**config.mk**
```make
export PLATFORM = sky130hd
export DESIGN_NAME = sum_checked_frame_parser_flat
export DESIGN_NICKNAME = d
export VERILOG_FILES = /design/src/sv/scfp_pkg.sv /design/src/sv/scfp_in_if.sv /design/src/sv/scfp_out_if.sv /design/src/sv/sum_checked_frame_parser.sv /design/src/flat_wrapper.sv
export VERILOG_INCLUDE_DIRS = /design/src /design/src/sv
export SDC_FILE = /design/constraint.sdc
export NUM_CORES = 1
export LEC_CHECK = 0
export ABC_AREA = 1
export BUFFER_PORTS_ARGS = -buffer_cell sky130_fd_sc_hd__buf_4
export CAP_MARGIN = 20
export CORE_UTILIZATION = 66
export DETAILED_ROUTE_END_ITERATION = 8
export GPL_TIMING_DRIVEN = 0
export PLACE_DENSITY = 0.86
export REMOVE_ABC_BUFFERS = 1
export SKIP_LAST_GASP = 1
export SLEW_MARGIN = 5
export SYNTH_ARGS = -nofsm -noshare
export SYNTH_HDL_FRONTEND = slang
export SYNTH_SLANG_ARGS = --single-unit
```
**constraint.sdc**
```tcl
create_clock -name clk -period 13.1 [get_ports clk]
set_clock_uncertainty 0.15 [all_clocks]
set_input_delay 0 -clock clk [delete_from_list [all_inputs] [get_ports clk]]
set_output_delay 0 -clock clk [all_outputs]
set_load 0.01 [all_outputs]
```
**src/sv/assert_macros.svh**
```systemverilog
// Assertion helpers for the RTL files that check themselves.
`ifndef ASSERT_MACROS_SVH
`define ASSERT_MACROS_SVH

// Same-cycle implication, disabled while reset is active.
`define ASSERT_IMPL(label, clk, rst_n, ante, cons) \
    label: assert property (@(posedge clk) disable iff (!rst_n) (ante) |-> (cons)) \
        else $error("implication check failed");

// Next-cycle implication, disabled while reset is active.
`define ASSERT_NEXT(label, clk, rst_n, ante, cons) \
    label: assert property (@(posedge clk) disable iff (!rst_n) (ante) |=> (cons)) \
        else $error("next-cycle check failed");

`endif

```
**src/sv/scfp_pkg.sv**
```systemverilog
package scfp_pkg;

    localparam int unsigned POS_W = 17;

    localparam logic [7:0] HDR_FIRST   = 8'h53;
    localparam logic [7:0] HDR_SECOND  = 8'h59;
    localparam logic [7:0] TAIL_FIRST  = 8'h54;
    localparam logic [7:0] TAIL_SECOND = 8'h43;

    typedef enum logic
    {
        KIND_PAYLOAD = 1'b0,
        KIND_STATUS  = 1'b1
    } scfp_kind_t;

    typedef enum logic [1:0]
    {
        ST_OK         = 2'd0,
        ST_INCOMPLETE = 2'd1,
        ST_INVALID    = 2'd2
    } scfp_status_t;

    typedef enum logic [1:0]
    {
        ERR_NONE   = 2'd0,
        ERR_HEADER = 2'd1,
        ERR_TAIL   = 2'd2,
        ERR_SUM    = 2'd3
    } scfp_err_t;

    typedef struct packed
    {
        scfp_kind_t   item_kind;
        logic [7:0]   payload_byte;
        scfp_status_t frame_status;
        scfp_err_t    error_kind;
        logic [7:0]   control_word;
        logic [7:0]   command_word;
        logic [15:0]  payload_length;
    } scfp_result_t;

endpackage

```
**src/sv/scfp_in_if.sv**
```systemverilog
interface scfp_in_if;

    logic       valid;
    logic       ready;
    logic [7:0] rx_byte;
    logic       buffer_end;

    modport source (output valid, output rx_byte, output buffer_end, input ready);
    modport sink (input valid, input rx_byte, input buffer_end, output ready);

endinterface

```
**src/sv/scfp_out_if.sv**
```systemverilog
interface scfp_out_if;

    logic        valid;
    logic        ready;
    logic        item_kind;
    logic [7:0]  payload_byte;
    logic [1:0]  frame_status;
    logic [1:0]  error_kind;
    logic [7:0]  control_word;
    logic [7:0]  command_word;
    logic [15:0] payload_length;

    modport source
    (
        output valid, output item_kind, output payload_byte, output frame_status,
        output error_kind, output control_word, output command_word,
        output payload_length, input ready
    );
    modport sink
    (
        input valid, input item_kind, input payload_byte, input frame_status,
        input error_kind, input control_word, input command_word,
        input payload_length, output ready
    );

endinterface

```
**src/sv/sum_checked_frame_parser.sv**
```systemverilog
// Sum-checked frame parser. Receive bytes enter on rx, one per transfer, with
// buffer_end on the last byte of each buffer; parsing restarts at the first
// byte after every buffer end. A frame is 0x53 0x59, control, command, a
// big-endian 16-bit length n, n payload bytes, a checksum (low 8 bits of the
// sum of all earlier bytes) and 0x54 0x43. Under a good header every payload
// byte is sent on result as it arrives (item_kind 0), then one status
// (item_kind 1): bad header at the ninth byte, else bad tail, else bad
// checksum, else ok with the control, command and length fields; a buffer
// that ends before a decision gives status incomplete instead, and bytes
// after a decision give nothing. The block takes one byte per clock while
// result does not stall: a byte goes into the input register, then the
// per-byte state update is applied and the result register is loaded. The
// state update (position compare against 6+n, 7+n, 8+n and the 8-bit sum)
// is the longest path. rx stalls only while the result register holds an
// item that result.ready has not taken.
`include "assert_macros.svh"

module sum_checked_frame_parser
(
    input  logic              clk,
    input  logic              rst_n,
    scfp_in_if.sink           rx,
    scfp_out_if.source        result
);

    // Input register
    logic       s1_valid_reg;
    logic [7:0] s1_byte_reg;
    logic       s1_end_reg;
    logic       s1_fire;

    // Frame state
    logic [scfp_pkg::POS_W-1:0] pos_reg, pos_next;
    logic                       hdr_bad_reg, hdr_bad_next;
    logic [7:0]                 held_control_reg, held_control_next;
    logic [7:0]                 held_command_reg, held_command_next;
    logic [15:0]                held_length_reg, held_length_next;
    logic [7:0]                 sum_reg, sum_next;
    logic                       sum_ok_reg, sum_ok_next;
    logic                       tail1_ok_reg, tail1_ok_next;
    logic                       decided_reg, decided_next;

    // Result register
    logic                   out_valid_reg;
    scfp_pkg::scfp_result_t out_reg;
    logic                   out_free;

    logic                       res_valid;
    scfp_pkg::scfp_result_t     res;
    logic                       decided;
    logic                       is_payload;
    logic                       is_final;
    logic [scfp_pkg::POS_W-1:0] lim_sum;
    logic [scfp_pkg::POS_W-1:0] lim_tail1;
    logic [scfp_pkg::POS_W-1:0] lim_tail2;

    assign out_free = !out_valid_reg || result.ready;
    assign s1_fire  = s1_valid_reg && out_free;
    assign rx.ready = !s1_valid_reg || s1_fire;

    always_ff @(posedge clk or negedge rst_n)
    begin
        if (!rst_n)
        begin
            s1_valid_reg <= 1'b0;
        end
        else if (rx.ready)
        begin
            s1_valid_reg <= rx.valid;
        end
    end

    always_ff @(posedge clk)
    begin
        if (rx.valid && rx.ready)
        begin
            s1_byte_reg <= rx.rx_byte;
            s1_end_reg  <= rx.buffer_end;
        end
    end

    always_comb
    begin
        pos_next          = pos_reg;
        hdr_bad_next      = hdr_bad_reg;
        held_control_next = held_control_reg;
        held_command_next = held_command_reg;
        held_length_next  = held_length_reg;
        sum_next          = sum_reg;
        sum_ok_next       = sum_ok_reg;
        tail1_ok_next     = tail1_ok_reg;
        decided_next      = decided_reg;
        decided           = 1'b0;
        is_payload        = 1'b0;
        is_final          = 1'b0;
        res_valid         = 1'b0;
        res               = '0;
        lim_sum           = '0;
        lim_tail1         = '0;
        lim_tail2         = '0;

        if (!decided_reg)
        begin
            if (pos_reg == scfp_pkg::POS_W'(0) && s1_byte_reg != scfp_pkg::HDR_FIRST)
            begin
                hdr_bad_next = 1'b1;
            end
            if (pos_reg == scfp_pkg::POS_W'(1) && s1_byte_reg != scfp_pkg::HDR_SECOND)
            begin
                hdr_bad_next = 1'b1;
            end
            if (pos_reg == scfp_pkg::POS_W'(2))
            begin
                held_control_next = s1_byte_reg;
            end
            if (pos_reg == scfp_pkg::POS_W'(3))
            begin
                held_command_next = s1_byte_reg;
            end
            if (pos_reg == scfp_pkg::POS_W'(4))
            begin
                held_length_next = {s1_byte_reg, 8'h00};
            end
            if (pos_reg == scfp_pkg::POS_W'(5))
            begin
                held_length_next = {held_length_reg[15:8], s1_byte_reg};
            end

            // Length field as it stands after this byte; 8+n fits the position width.
            lim_sum   = scfp_pkg::POS_W'(held_length_next) + scfp_pkg::POS_W'(6);
            lim_tail1 = scfp_pkg::POS_W'(held_length_next) + scfp_pkg::POS_W'(7);
            lim_tail2 = scfp_pkg::POS_W'(held_length_next) + scfp_pkg::POS_W'(8);

            priority if (pos_reg < lim_sum)
            begin
                sum_next = sum_reg + s1_byte_reg;
                if (pos_reg >= scfp_pkg::POS_W'(6))
                begin
                    is_payload = 1'b1;
                end
            end
            else if (pos_reg == lim_sum)
            begin
                sum_ok_next = (s1_byte_reg == sum_reg);
            end
            else if (pos_reg == lim_tail1)
            begin
                tail1_ok_next = (s1_byte_reg == scfp_pkg::TAIL_FIRST);
            end
            else if (pos_reg == lim_tail2)
            begin
                is_final = 1'b1;
            end
            else
            begin
                is_final = 1'b0;
            end

            res.item_kind = scfp_pkg::KIND_STATUS;
            priority if (pos_reg == scfp_pkg::POS_W'(8) && hdr_bad_reg)
            begin
                decided          = 1'b1;
                res.frame_status = scfp_pkg::ST_INVALID;
                res.error_kind   = scfp_pkg::ERR_HEADER;
            end
            else if (is_final)
            begin
                decided = 1'b1;
                priority if (!tail1_ok_reg || s1_byte_reg != scfp_pkg::TAIL_SECOND)
                begin
                    res.frame_status = scfp_pkg::ST_INVALID;
                    res.error_kind   = scfp_pkg::ERR_TAIL;
                end
                else if (!sum_ok_reg)
                begin
                    res.frame_status = scfp_pkg::ST_INVALID;
                    res.error_kind   = scfp_pkg::ERR_SUM;
                end
                else
                begin
                    res.frame_status   = scfp_pkg::ST_OK;
                    res.error_kind     = scfp_pkg::ERR_NONE;
                    res.control_word   = held_control_reg;
                    res.command_word   = held_command_reg;
                    res.payload_length = held_length_reg;
                end
            end
            else if (s1_end_reg)
            begin
                // Buffer ran out first: report incomplete, drop any payload byte.
                res.frame_status = scfp_pkg::ST_INCOMPLETE;
                res.error_kind   = scfp_pkg::ERR_NONE;
            end
            else
            begin
                res.item_kind    = scfp_pkg::KIND_PAYLOAD;
                res.payload_byte = s1_byte_reg;
            end

            res_valid = decided || s1_end_reg || (is_payload && !hdr_bad_next);

            if (decided)
            begin
                decided_next = 1'b1;
            end
            else
            begin
                pos_next = pos_reg + scfp_pkg::POS_W'(1);
            end
        end

        if (s1_end_reg)
        begin
            pos_next          = '0;
            hdr_bad_next      = 1'b0;
            held_control_next = '0;
            held_command_next = '0;
            held_length_next  = '0;
            sum_next          = '0;
            sum_ok_next       = 1'b0;
            tail1_ok_next     = 1'b0;
            decided_next      = 1'b0;
        end
    end

    always_ff @(posedge clk or negedge rst_n)
    begin
        if (!rst_n)
        begin
            pos_reg          <= '0;
            hdr_bad_reg      <= 1'b0;
            held_control_reg <= '0;
            held_command_reg <= '0;
            held_length_reg  <= '0;
            sum_reg          <= '0;
            sum_ok_reg       <= 1'b0;
            tail1_ok_reg     <= 1'b0;
            decided_reg      <= 1'b0;
        end
        else if (s1_fire)
        begin
            pos_reg          <= pos_next;
            hdr_bad_reg      <= hdr_bad_next;
            held_control_reg <= held_control_next;
            held_command_reg <= held_command_next;
            held_length_reg  <= held_length_next;
            sum_reg          <= sum_next;
            sum_ok_reg       <= sum_ok_next;
            tail1_ok_reg     <= tail1_ok_next;
            decided_reg      <= decided_next;
        end
    end

    always_ff @(posedge clk or negedge rst_n)
    begin
        if (!rst_n)
        begin
            out_valid_reg <= 1'b0;
        end
        else if (out_free)
        begin
            out_valid_reg <= s1_fire && res_valid;
        end
    end

    always_ff @(posedge clk)
    begin
        if (s1_fire && res_valid && out_free)
        begin
            out_reg <= res;
        end
    end

    assign result.valid          = out_valid_reg;
    assign result.item_kind      = out_reg.item_kind;
    assign result.payload_byte   = out_reg.payload_byte;
    assign result.frame_status   = out_reg.frame_status;
    assign result.error_kind     = out_reg.error_kind;
    assign result.control_word   = out_reg.control_word;
    assign result.command_word   = out_reg.command_word;
    assign result.payload_length = out_reg.payload_length;

    `ASSERT_IMPL(a_quiet_after_decision, clk, rst_n, s1_fire && decided_reg, !res_valid)
    `ASSERT_IMPL(a_header_error_at_ninth, clk, rst_n,
        s1_fire && !decided_reg && hdr_bad_reg && pos_reg == scfp_pkg::POS_W'(8),
        res_valid && res.error_kind == scfp_pkg::ERR_HEADER)
    `ASSERT_IMPL(a_accept_when_empty, clk, rst_n, !out_valid_reg, rx.ready)
    `ASSERT_NEXT(a_clear_on_end, clk, rst_n, s1_fire && s1_end_reg,
        pos_reg == '0 && !decided_reg && !hdr_bad_reg)

endmodule
```
**src/flat_wrapper.sv**
```systemverilog
// flat-port wrapper written by rule: the top's interface ports become plain ports
module sum_checked_frame_parser_flat 
  (clk, rst_n, rx_valid, rx_rx_byte, rx_buffer_end, rx_ready, result_valid, result_item_kind, result_payload_byte, result_frame_status, result_error_kind, result_control_word, result_command_word, result_payload_length, result_ready);
  scfp_in_if rx_i ();
  scfp_out_if result_i ();
  input  logic clk;
  input  logic rst_n;
  input wire logic [$bits(rx_i.valid)-1:0] rx_valid;
  input wire logic [$bits(rx_i.rx_byte)-1:0] rx_rx_byte;
  input wire logic [$bits(rx_i.buffer_end)-1:0] rx_buffer_end;
  output wire logic [$bits(rx_i.ready)-1:0] rx_ready;
  output wire logic [$bits(result_i.valid)-1:0] result_valid;
  output wire logic [$bits(result_i.item_kind)-1:0] result_item_kind;
  output wire logic [$bits(result_i.payload_byte)-1:0] result_payload_byte;
  output wire logic [$bits(result_i.frame_status)-1:0] result_frame_status;
  output wire logic [$bits(result_i.error_kind)-1:0] result_error_kind;
  output wire logic [$bits(result_i.control_word)-1:0] result_control_word;
  output wire logic [$bits(result_i.command_word)-1:0] result_command_word;
  output wire logic [$bits(result_i.payload_length)-1:0] result_payload_length;
  input wire logic [$bits(result_i.ready)-1:0] result_ready;
  assign rx_i.valid = rx_valid;
  assign rx_i.rx_byte = rx_rx_byte;
  assign rx_i.buffer_end = rx_buffer_end;
  assign rx_ready = rx_i.ready;
  assign result_valid = result_i.valid;
  assign result_item_kind = result_i.item_kind;
  assign result_payload_byte = result_i.payload_byte;
  assign result_frame_status = result_i.frame_status;
  assign result_error_kind = result_i.error_kind;
  assign result_control_word = result_i.control_word;
  assign result_command_word = result_i.command_word;
  assign result_payload_length = result_i.payload_length;
  assign result_i.ready = result_ready;
  sum_checked_frame_parser u_core (.clk(clk), .rst_n(rst_n), .rx(rx_i), .result(result_i));
endmodule
```
==> Yosys cells after proc, flatten, opt, wreduce, memory -nomap -nowiden <==
Index checks and enable logic that the tools add are counted.
{ "word_totals": {"reg_bits": 117, "latchBits": 0, "mem_bits_rw": 0, "mem_bits_ro": 0, "inputBits": 13, "output_inout_bits": 47, "wordCells": 136, "mem_count": 0} }
{ "op_classes": {"n_addsub": 5, "mul": 0, "div_mod_pow": 0, "n_lt_le_gt_ge": 2, "n_eq_ne": 18, "n_shift": 0, "muxes": 54, "n_bitwise": 2, "n_reduce_logical": 33} }
{ "op_table": {"columns": ["operator", "count"], "rows": [
  ["$mux 16", 5],
  ["$mux 8", 9],
  ["$eq 17x17->1", 3],
  ["$mux 17", 3],
  ["$add 16x3->17 const B", 2],
  ["$eq 17x2->1 const B", 2],
  ["$eq 17x3->1 const B", 2],
  ["$mux 1", 29],
  ["$mux 9", 3],
  ["$ne 8x7->1 const B", 3],
  ["$add 16x4->17 const B", 1],
  ["$add 17x1->17 const B", 1],
  ["$eq 17x1->1 const B", 1],
  ["$eq 17x4->1 const B", 1],
  ["$ge 17x3->1 const B", 1],
  ["$logic_not 17->1", 1],
  ["$lt 17x17->1", 1],
  ["$mux 4", 4],
  ["$reduce_and 3->1", 4],
  ["$reduce_bool 2->1", 5],
  ["$add 8x8->8", 1],
  ["$eq 8x7->1 const B", 1],
  ["$eq 8x8->1", 1],
  ["$logic_and 1x1->1", 8],
  ["11 further kinds", 22]
]} }

==> Logic depth before layout (Yosys ltp) <==
Gate-level depths: netlist of run 1.
{ "logic_depth": {"ltp_word": 19, "mapped_depth": 32, "ltp_nobuf": 32} }

==> Least setup slack after synthesis of run 1 <==
Ideal clock, no wire load.
{ "synth_path": {"kind": "flip-flop to flip-flop", "from": "reg u_core.pos_reg[1] in the netlist's numbering", "to": "reg u_core.out_reg, in the netlist u_core.result.command_word[0] (enable)", "setup_ps": 399, "arrival_ps": 4858, "t_required_ps": 12551, "path_slack_ps": 7693, "stages_incl_launch_ff": 31, "n_path_buf": 0, "period_less_slack_ps": 5407, "cell_sequence": "dfrtp_1 inv_1 ha_1 inv_1 nor2_2 nand2_4 nor2_8 nand2_1 nand3_1 nand2_2 ha_1 nand3_1 nor2_4 inv_1 nor2_1 nand2_1 xnor2_1 ha_1 inv_1 nor3_1 nor3b_1 a21boi_0 nand2_1 o21ai_0 nor2_1 nand3b_1 nor2_4 nand3_1 nand3_1 nand2_1 inv_1"} }
{ "synth_via": {"elab_chain_len": 19, "word_cells_on_any_way": 40, "cone_classes": "3 x add/sub; 2 x order compare; 7 x eq/ne; 18 x mux; 10 x reduce/logical"} }
{ "synth_rtl": {"columns": ["element", "line_no", "text"], "rows": [
  ["start, declared", "sum_checked_frame_parser.sv:33", "logic [scfp_pkg::POS_W-1:0] pos_reg, pos_next;"],
  ["start signal, assigned", "sum_checked_frame_parser.sv:242", "pos_reg <= pos_next;"],
  ["parallel branches: the longest is 15 deep, another holds $add 16x3->17", null, null],
  ["$logic_or 1x1->1 (*)", "sum_checked_frame_parser.sv:200", "res_valid = decided || s1_end_reg || (is_payload && !hdr_bad_next);"],
  ["$mux 1 (*)", "sum_checked_frame_parser.sv:102", "if (!decided_reg)"],
  ["$logic_and 1x1->1 (*) (2 in a row)", "sum_checked_frame_parser.sv:268", "if (s1_fire && res_valid && out_free)"],
  ["end signal, assigned", "sum_checked_frame_parser.sv:270", "out_reg <= res;"],
  ["end, declared", "sum_checked_frame_parser.sv:45", "scfp_pkg::scfp_result_t out_reg;"]
]} }
Every way passes the cells marked *. The select of a mux whose other input is x is not followed.
A chain may end at the register's enable or synchronous reset.

==> Worst setup path in the final report of run 1 <==
{ "layout_path": {"from": "reg u_core.pos_reg[1] in the netlist's numbering", "to": "reg u_core.out_reg, in the netlist u_core.result.payload_length[0] (data pin)"} }
{ "layout_via": {"elab_chain_len": 13, "word_cells_on_any_way": 21, "cone_classes": "3 x add/sub; 1 x order compare; 6 x eq/ne; 8 x mux; 1 x bitwise; 2 x reduce/logical"} }
{ "layout_rtl": {"columns": ["element"], "rows": [
  ["parallel branches: the longest is 12 deep, another holds $add 16x3->17"],
  ["$reduce_or 5->1 (no source line) (*)"]
]} }
Marks and branches as above.

==> flow_metrics.py, run 1 <==
metrics = {
    "clock_network": {
        "numCtsBuffers": 17,
        "cts_tree": "done",
        "post_cts_resize_count": 0,
        "clock-root-buffer": "clkbuf_16",
        "cts.clk_slew.worst_paths_ns": 0.06,
        "hold_buffers": 14,
        "cts_buffer_depth": 2,
        "htreeDepth": 4,
        "clock_sinks": 117,
        "postCtsSetupBuffers": 0,
        "insertion_delay_ns": 0.43,
    },
    "logic_synthesis": {
        "avgSynthCellArea_um2": 8.23,
        "synthesis.area_mm2": 0.00810,
        "yosys_warnings": 0,
        "ys_seq_elements": 117,
        "syn_inst": 984,
        "async_reset_ff_frac": 0.538,
        "dominantRegCellSynth": "dfrtp_1",
        "yosysSeqAreaShare": 0.395,
        "synth_edf_count": 54,
        "synth.distinct_cells": 55,
    },
    "route": {
        "vias_per_cell": 6.17,
        "wl_per_cell_um": 19.7,
        "wl_um": 23900,
        "dr_total_vias": 7469,
        "drtIter0Drc": 896,
        "drc": 0,
        "dr.pass1.iters": 6,
        "postRouteAntennaNets": 0,
    },
    "setup_path": {
        "cp_num_buf_inv": 4,
        "required_ns": 13.19,
        "reg2reg_slack_ns": 6.85,
        "arrival_ns": 6.34,
        "reg2reg_to": "u_core.result.payload_length[0]",
        "crit_path_start_kind": "flip-flop",
        "reg2reg_depth": 28,
        "cp-end-kind": "flip-flop",
        "path_delay_family": "simple AND/OR/NAND/NOR gates",
        "critPathKind": "reg -> reg",
        "critPathSlowestCell": "nand4_4",
        "crit_top_cell": "inv_1",
        "r2r_start": "u_core.pos_reg[1]",
        "critPathMaxStageDelay_ns": 0.58,
        "crit_fanout": 33,
    },
    "sta": {
        "fmax_mhz": 160,
        "grt_setup_unrepaired": "no",
        "finalCritPeriodShare": 0.477,
        "fin_crit_ns": 6.25,
        "worst_pin_slew_ns": 0.876,
        "setup_viol": 0,
        "slew_headroom": 0.415,
        "drv_slew": 0,
        "finalHoldViolations": 0,
        "tns_ns": 0,
    },
    "global_route": {
        "grt_pass1_vias": 7363,
        "grt_pass1_wl_um": 38400,
        "antenna_found_initial": 0,
        "grt_max_degree": 64,
        "grt_remaining_overflow": 0,
        "grt_usage": 0.399,
    },
    "power": {
        "leakagePower_nw": 4.12,
        "total_power_mw": 1.61,
        "irDropWorstVdd_mv": 0.137,
        "power_density_mw_per_mm2": 172,
    },
    "die": {
        "pin_count": 60,
        "fp.coreArea_mm2": 0.0120,
        "die_h_um": 113,
        "initial_utilization": 0.674,
        "die-area_mm2": 0.0127,
        "fp.dieW_um": 113,
        "rows": 40,
    },
    "place": {
        "dpl-instance-area_mm2": 0.00858,
        "hpwlAfterDp_um": 16300,
        "port-buffer-count": 59,
        "gp_congestion": 0.979,
    },
    "run_status": {
        "status": "finished, final reports clean",
    },
    "cells_and_area": {
        "layout_commonest_cell": "nand2_1",
        "final_cell_mix": "247 x nand2_1, 95 x inv_1, 82 x nand3_1, 81 x nor2_1, 63 x dfrtp_1",
        "drive_gt1_frac": 0.192,
        "final_area_mm2": 0.00937,
        "fill_cells": 804,
        "antennaDiodeCount": 0,
        "largest_reg_flops": 17,
        "post-route-util": 0.780,
        "syn_to_final_growth_pct": 15.6,
        "nNetsFinal": 1096,
    },
    "min_path": {
        "worstHoldPathType": "in -> async",
    },
    "run": {
        "drv_cap": 0,
    },
}
-- per-stage QoR --
step / cells / worst slack (ns) / hold slack, ns
6_report: 1211 / 6.85 / 0.0646
5_1_grt: 1211 / 6.35 / 0.146
4_1_cts: 1211 / 6.92 / 0.115
3_5_place_dp: 1165 / 7.02 / 0.00549
3_3_place_gp: 1163 / 6.31 / 0.00855
2_1_floorplan: 957 / 7.68 / -0.446
-- synth_stat cells, types with 16 or more instances --
cell / n / area [um2]
a21oi_1: 20 / 100
nor3_2: 27 / 270
nor3_1: 16 / 80.1
nor2_1: 81 / 304
ha_1: 31 / 388
xor2_1: 37 / 324
nand3_1: 82 / 410
edfxtp_1: 54 / 1620
nand4_1: 29 / 181
dfrtp_1: 63 / 1580
inv_1: 97 / 364
nand2_1: 247 / 927
o21ai_0: 36 / 180
nand2_2: 26 / 163
-- worst register-to-register path, delay by kind of cell (launching register included) --
family                   cells  cell delay (ns)
AO/OA/AOI/OAI                1             0.15
XOR/XNOR                     1             0.17
adder cells (fa/ha/maj)      3             0.82
buffers and inverters        4             0.34
flip-flops                   1             0.49
AND/OR/NAND/NOR             19             3.93
-- where the power goes --
part           internal (mW)  switching, mW
combinational          0.187          0.400
clock                  0.339          0.184
sequential             0.454         0.0433
total                  0.980          0.628
-- metal layers --
layer	share of wire	global-route usage	vias to the layer above
met2	0.47	0.623	448
met4	0.039	0.187	0
met3	0.094	0.0932	89
met5	0	0	-
met1	0.40	0.528	3523
li1	-	-	3409
-- cells by family (layout without fill, tap and decap cells) --
group / Yosys count / count (layout) / share of synthesized area
XOR/XNOR: 48 / 48 / 0.0545
buffers and inverters: 130 / 210 / 0.0720
adder cells (fa/ha/maj): 32 / 32 / 0.0504
AO/OA/AOI/OAI: 86 / 86 / 0.0618
AND/OR/NAND/NOR: 571 / 571 / 0.367
flip-flops: 117 / 117 / 0.395
-- layout make-up --
cell class,count,area (um2),share of cell area
sequential,117,3200,0.341
timing repair buffer,75,631,0.0673
clock buffer,17,425,0.0454
clock inverter,15,224,0.0239
inverter,103,387,0.0413
tap,147,184,0.0196
multi-input combinational,737,4320,0.461
-- worst max-delay path by stage --
stage          depth (start not counted)         startpoint                          endpoint  slack [ns]
6_report                              28  u_core.pos_reg[1]   u_core.result.payload_length[0]        6.85
5_1_grt                               28  u_core.pos_reg[1]   u_core.result.payload_length[0]        6.35
4_1_cts                               28  u_core.pos_reg[1]   u_core.result.payload_length[0]        6.92
3_5_place_dp                          28  u_core.pos_reg[1]   u_core.result.payload_length[0]        7.02
3_3_place_gp                          30  u_core.pos_reg[0]  u_core.result.payload_length[13]        6.31
2_1_floorplan                         30  u_core.pos_reg[1]     u_core.result.command_word[0]        7.68
Note: power is estimated with default switching activity, not from simulation.
==> run 2, diff against run 1 <==
--- a/config.mk
+++ b/config.mk
@@ -6,13 +6,13 @@
 export SDC_FILE = /design/constraint.sdc
 export NUM_CORES = 1
 export LEC_CHECK = 0
-export ABC_AREA = 1
+export ABC_AREA = 0
 export BUFFER_PORTS_ARGS = -buffer_cell sky130_fd_sc_hd__buf_4
 export CAP_MARGIN = 20
-export CORE_UTILIZATION = 66
+export CORE_UTILIZATION = 61
 export DETAILED_ROUTE_END_ITERATION = 8
 export GPL_TIMING_DRIVEN = 0
-export PLACE_DENSITY = 0.86
+export PLACE_DENSITY = 0.81
 export REMOVE_ABC_BUFFERS = 1
 export SKIP_LAST_GASP = 1
 export SLEW_MARGIN = 5
==> constraint.sdc (replaced) <==
create_clock -name clk -period 6.4 [get_ports clk]
set_clock_uncertainty 0.15 [all_clocks]
set_input_delay 0 -clock clk [delete_from_list [all_inputs] [get_ports clk]]
set_output_delay 0 -clock clk [all_outputs]
set_load 0.01 [all_outputs]
==> flow_metrics.py, run 2 <==
metrics = {
    "sta": {
        "tns_ns": 0,
        "fin_crit_ns": 6.09,
        "finalCritPeriodShare": 0.951,
        "slew_headroom": 0.295,
        "finalHoldViolations": 0,
        "fmax_mhz": 164,
        "setup_viol": 0,
        "worst_slack_ns": 0.312,
        "worst_pin_slew_ns": 1.05,
        "drv_slew": 0,
    },
    "setup_path": {
        "cp-end-kind": "flip-flop",
        "crit_path_end": "u_core.result.payload_byte[7]",
        "reg2reg_to": "u_core.result.payload_byte[7]",
        "required_ns": 6.38,
        "worstSetupStartpoint": "u_core.pos_reg[6]",
        "critPathKind": "reg -> reg",
        "crit_path_start_kind": "flip-flop",
        "arrival_ns": 6.06,
        "r2r_start": "u_core.pos_reg[6]",
        "reg2reg_slack_ns": 0.31,
        "crit_fanout": 22,
        "reg2reg_depth": 21,
    },
    "place": {
        "gp_congestion": 0.989,
        "port-buffer-count": 59,
        "hpwlAfterDp_um": 15300,
        "dpl-instance-area_mm2": 0.00790,
        "place_worst_setup_slack_ns": -1.58,
    },
    "route": {
        "wl_per_cell_um": 22.9,
        "dr.pass1.iters": 7,
        "wl_um": 23100,
        "drt-met1-wl_um": 9140,
        "dr_total_vias": 6864,
        "met2_length_um": 10400,
        "drtIter0Drc": 900,
        "postRouteAntennaNets": 0,
        "wl_met3_um": 2350,
        "highest_layer": "met4",
        "vias_per_cell": 6.81,
        "drc": 0,
    },
    "logic_synthesis": {
        "synth_edf_count": 54,
        "synth_most_common_cell": "nand2_1",
        "yosys_warnings": 0,
        "ys_seq_elements": 117,
        "syn_inst": 789,
        "yosysTopAreaCellShare": 0.218,
        "yosysSeqAreaShare": 0.429,
        "async_reset_ff_frac": 0.538,
        "synth.distinct_cells": 72,
        "dominantRegCellSynth": "dfrtp_1",
        "synth_commonest_cells": "89 x nand2_1, 63 x dfrtp_1, 54 x edfxtp_1, 54 x o21ai_0, 39 x nor2_1",
        "synthesis.area_mm2": 0.00745,
        "synthTopCellsByArea": "edfxtp_1 22%, dfrtp_1 21%, ha_1 5.2%",
        "avgSynthCellArea_um2": 9.44,
        "synth_area_leader_cell": "edfxtp_1",
    },
    "global_route": {
        "grt_remaining_overflow": 0,
        "grt_usage": 0.375,
        "antenna_found_initial": 0,
        "grt_pass1_wl_um": 35200,
        "grt_pass1_vias": 6424,
        "grt_max_degree": 64,
    },
    "die": {
        "initial_utilization": 0.639,
        "rows": 39,
        "die-area_mm2": 0.0127,
        "pin_count": 60,
        "die_h_um": 113,
        "fp.coreArea_mm2": 0.0117,
        "fp.dieW_um": 113,
    },
    "cells_and_area": {
        "layout_commonest_cell": "nand2_1",
        "drive_gt1_frac": 0.180,
        "post-route-util": 0.760,
        "antennaDiodeCount": 0,
        "final_area_mm2": 0.00886,
        "nNetsFinal": 897,
        "fill_cells": 763,
        "syn_to_final_growth_pct": 19.0,
        "largest_reg_flops": 17,
        "final_cell_mix": "88 x nand2_1, 76 x buf_4, 58 x dfrtp_1, 54 x edfxtp_1, 53 x o21ai_0",
    },
    "clock_network": {
        "htreeDepth": 4,
        "insertion_delay_ns": 0.42,
        "numCtsBuffers": 17,
        "clock-root-buffer": "clkbuf_16",
        "clock_sinks": 117,
        "cts_buffer_depth": 2,
        "cts_tree": "done",
        "cts.clk_slew.worst_paths_ns": 0.06,
    },
    "power": {
        "total_power_mw": 3.83,
        "power_density_mw_per_mm2": 432,
        "irDropWorstVdd_mv": 0.365,
        "leakagePower_nw": 3.53,
    },
    "run_status": {
        "status": "finished, final reports clean",
    },
    "run": {
        "drv_cap": 0,
    },
    "min_path": {
        "worstHoldPathType": "in -> async",
    },
}
-- run 2: cell types whose count changed after synthesis, moves of 25 or more --
| cell | delta |
|---|---|
| and2_1 | +36 |
| inv_1 | -73 |
| nand2_1 | -158 |
| nand2_2 | -25 |
| nand3_1 | -53 |
| nor2_1 | -42 |
| nor3_2 | -27 |
-- run 2: stage by stage --
step                hold WS, ns  instances
finish                   0.0776       1008
global placement        -0.0140        940
floorplan                -0.446        738
CTS                      0.0942       1000
detailed placement     -0.00398        944
global route              0.155       1008
-- run 2: kinds of logic after synthesis --
kind of cell             Yosys count  synth area share
adder cells (fa/ha/maj)           32            0.0548
buffers and inverters             76            0.0425
AO/OA/AOI/OAI                    178             0.157
multiplexers                      15            0.0210
XOR/XNOR                          43            0.0506
AND/OR/NAND/NOR                  328             0.244
flip-flops                       117             0.429
-- run 2: cell type report --
cell class,instances,area [um2],area share
multi-input combinational,597,4030,0.455
sequential,117,3200,0.362
timing repair buffer,94,767,0.0866
clock buffer,19,443,0.0500
tap,143,179,0.0202
clock inverter,13,145,0.0164
inverter,25,93.8,0.0106
-- run 2: critical path, cell delays in order, from the launching register on --
cell and delay [ns]:
dfrtp_1 0.54, nor4_4 0.36, and4b_1 0.28, and3_2 0.28, a22o_2 0.28, ha_4 0.23, and4_2 0.30, nand2_1 0.15
nor2_1 0.15, xnor2_1 0.12, o21ai_0 0.11, ha_1 0.29, nand4_1 0.17, or2_2 0.35, o211ai_1 0.26, nand4_1 0.25
nor4b_2 0.30, nand3_1 0.16, nor4_4 0.38, buf_6 0.21, o41a_4 0.23, clkbuf_16 0.22
-- run 2: how the worst min path moves through the flow --
stage / end / slack [ns] / cells after the start
2_1_floorplan: u_core.decided_reg / -0.45 / 0
3_3_place_gp: u_core.sum_reg[3] / -0.01 / 1
3_5_place_dp: u_core.sum_reg[3] / -0.004 / 1
4_1_cts: u_core.s1_valid_reg / 0.09 / 2
5_1_grt: u_core.s1_byte_reg[5] / 0.15 / 2
6_report: u_core.sum_reg[4] / 0.08 / 2
-- run 2: routing by layer --
metal / global-route usage / up-vias
met1: 0.492 / 3262
met3: 0.0718 / 91
met5: 0 / -
met4: 0.196 / 0
li1: - / 3051
met2: 0.595 / 460
-- run 2: power breakdown --
group | switching (mW) | total (mW) | internal (mW)
Clock | 0.369 | 0.956 | 0.587
Combinational | 0.926 | 1.58 | 0.651
Sequential | 0.245 | 1.30 | 1.05
Total | 1.54 | 3.83 | 2.29
-- run 2: timing repair --
item,4_1_cts,5_1_grt
pin swaps,7,4
setup buffers,10,4
gates resized for setup,11,15
cloned,1,2
hold buffers,13,0
setup endpoints to repair,110,93
hold endpoints to repair,74,0
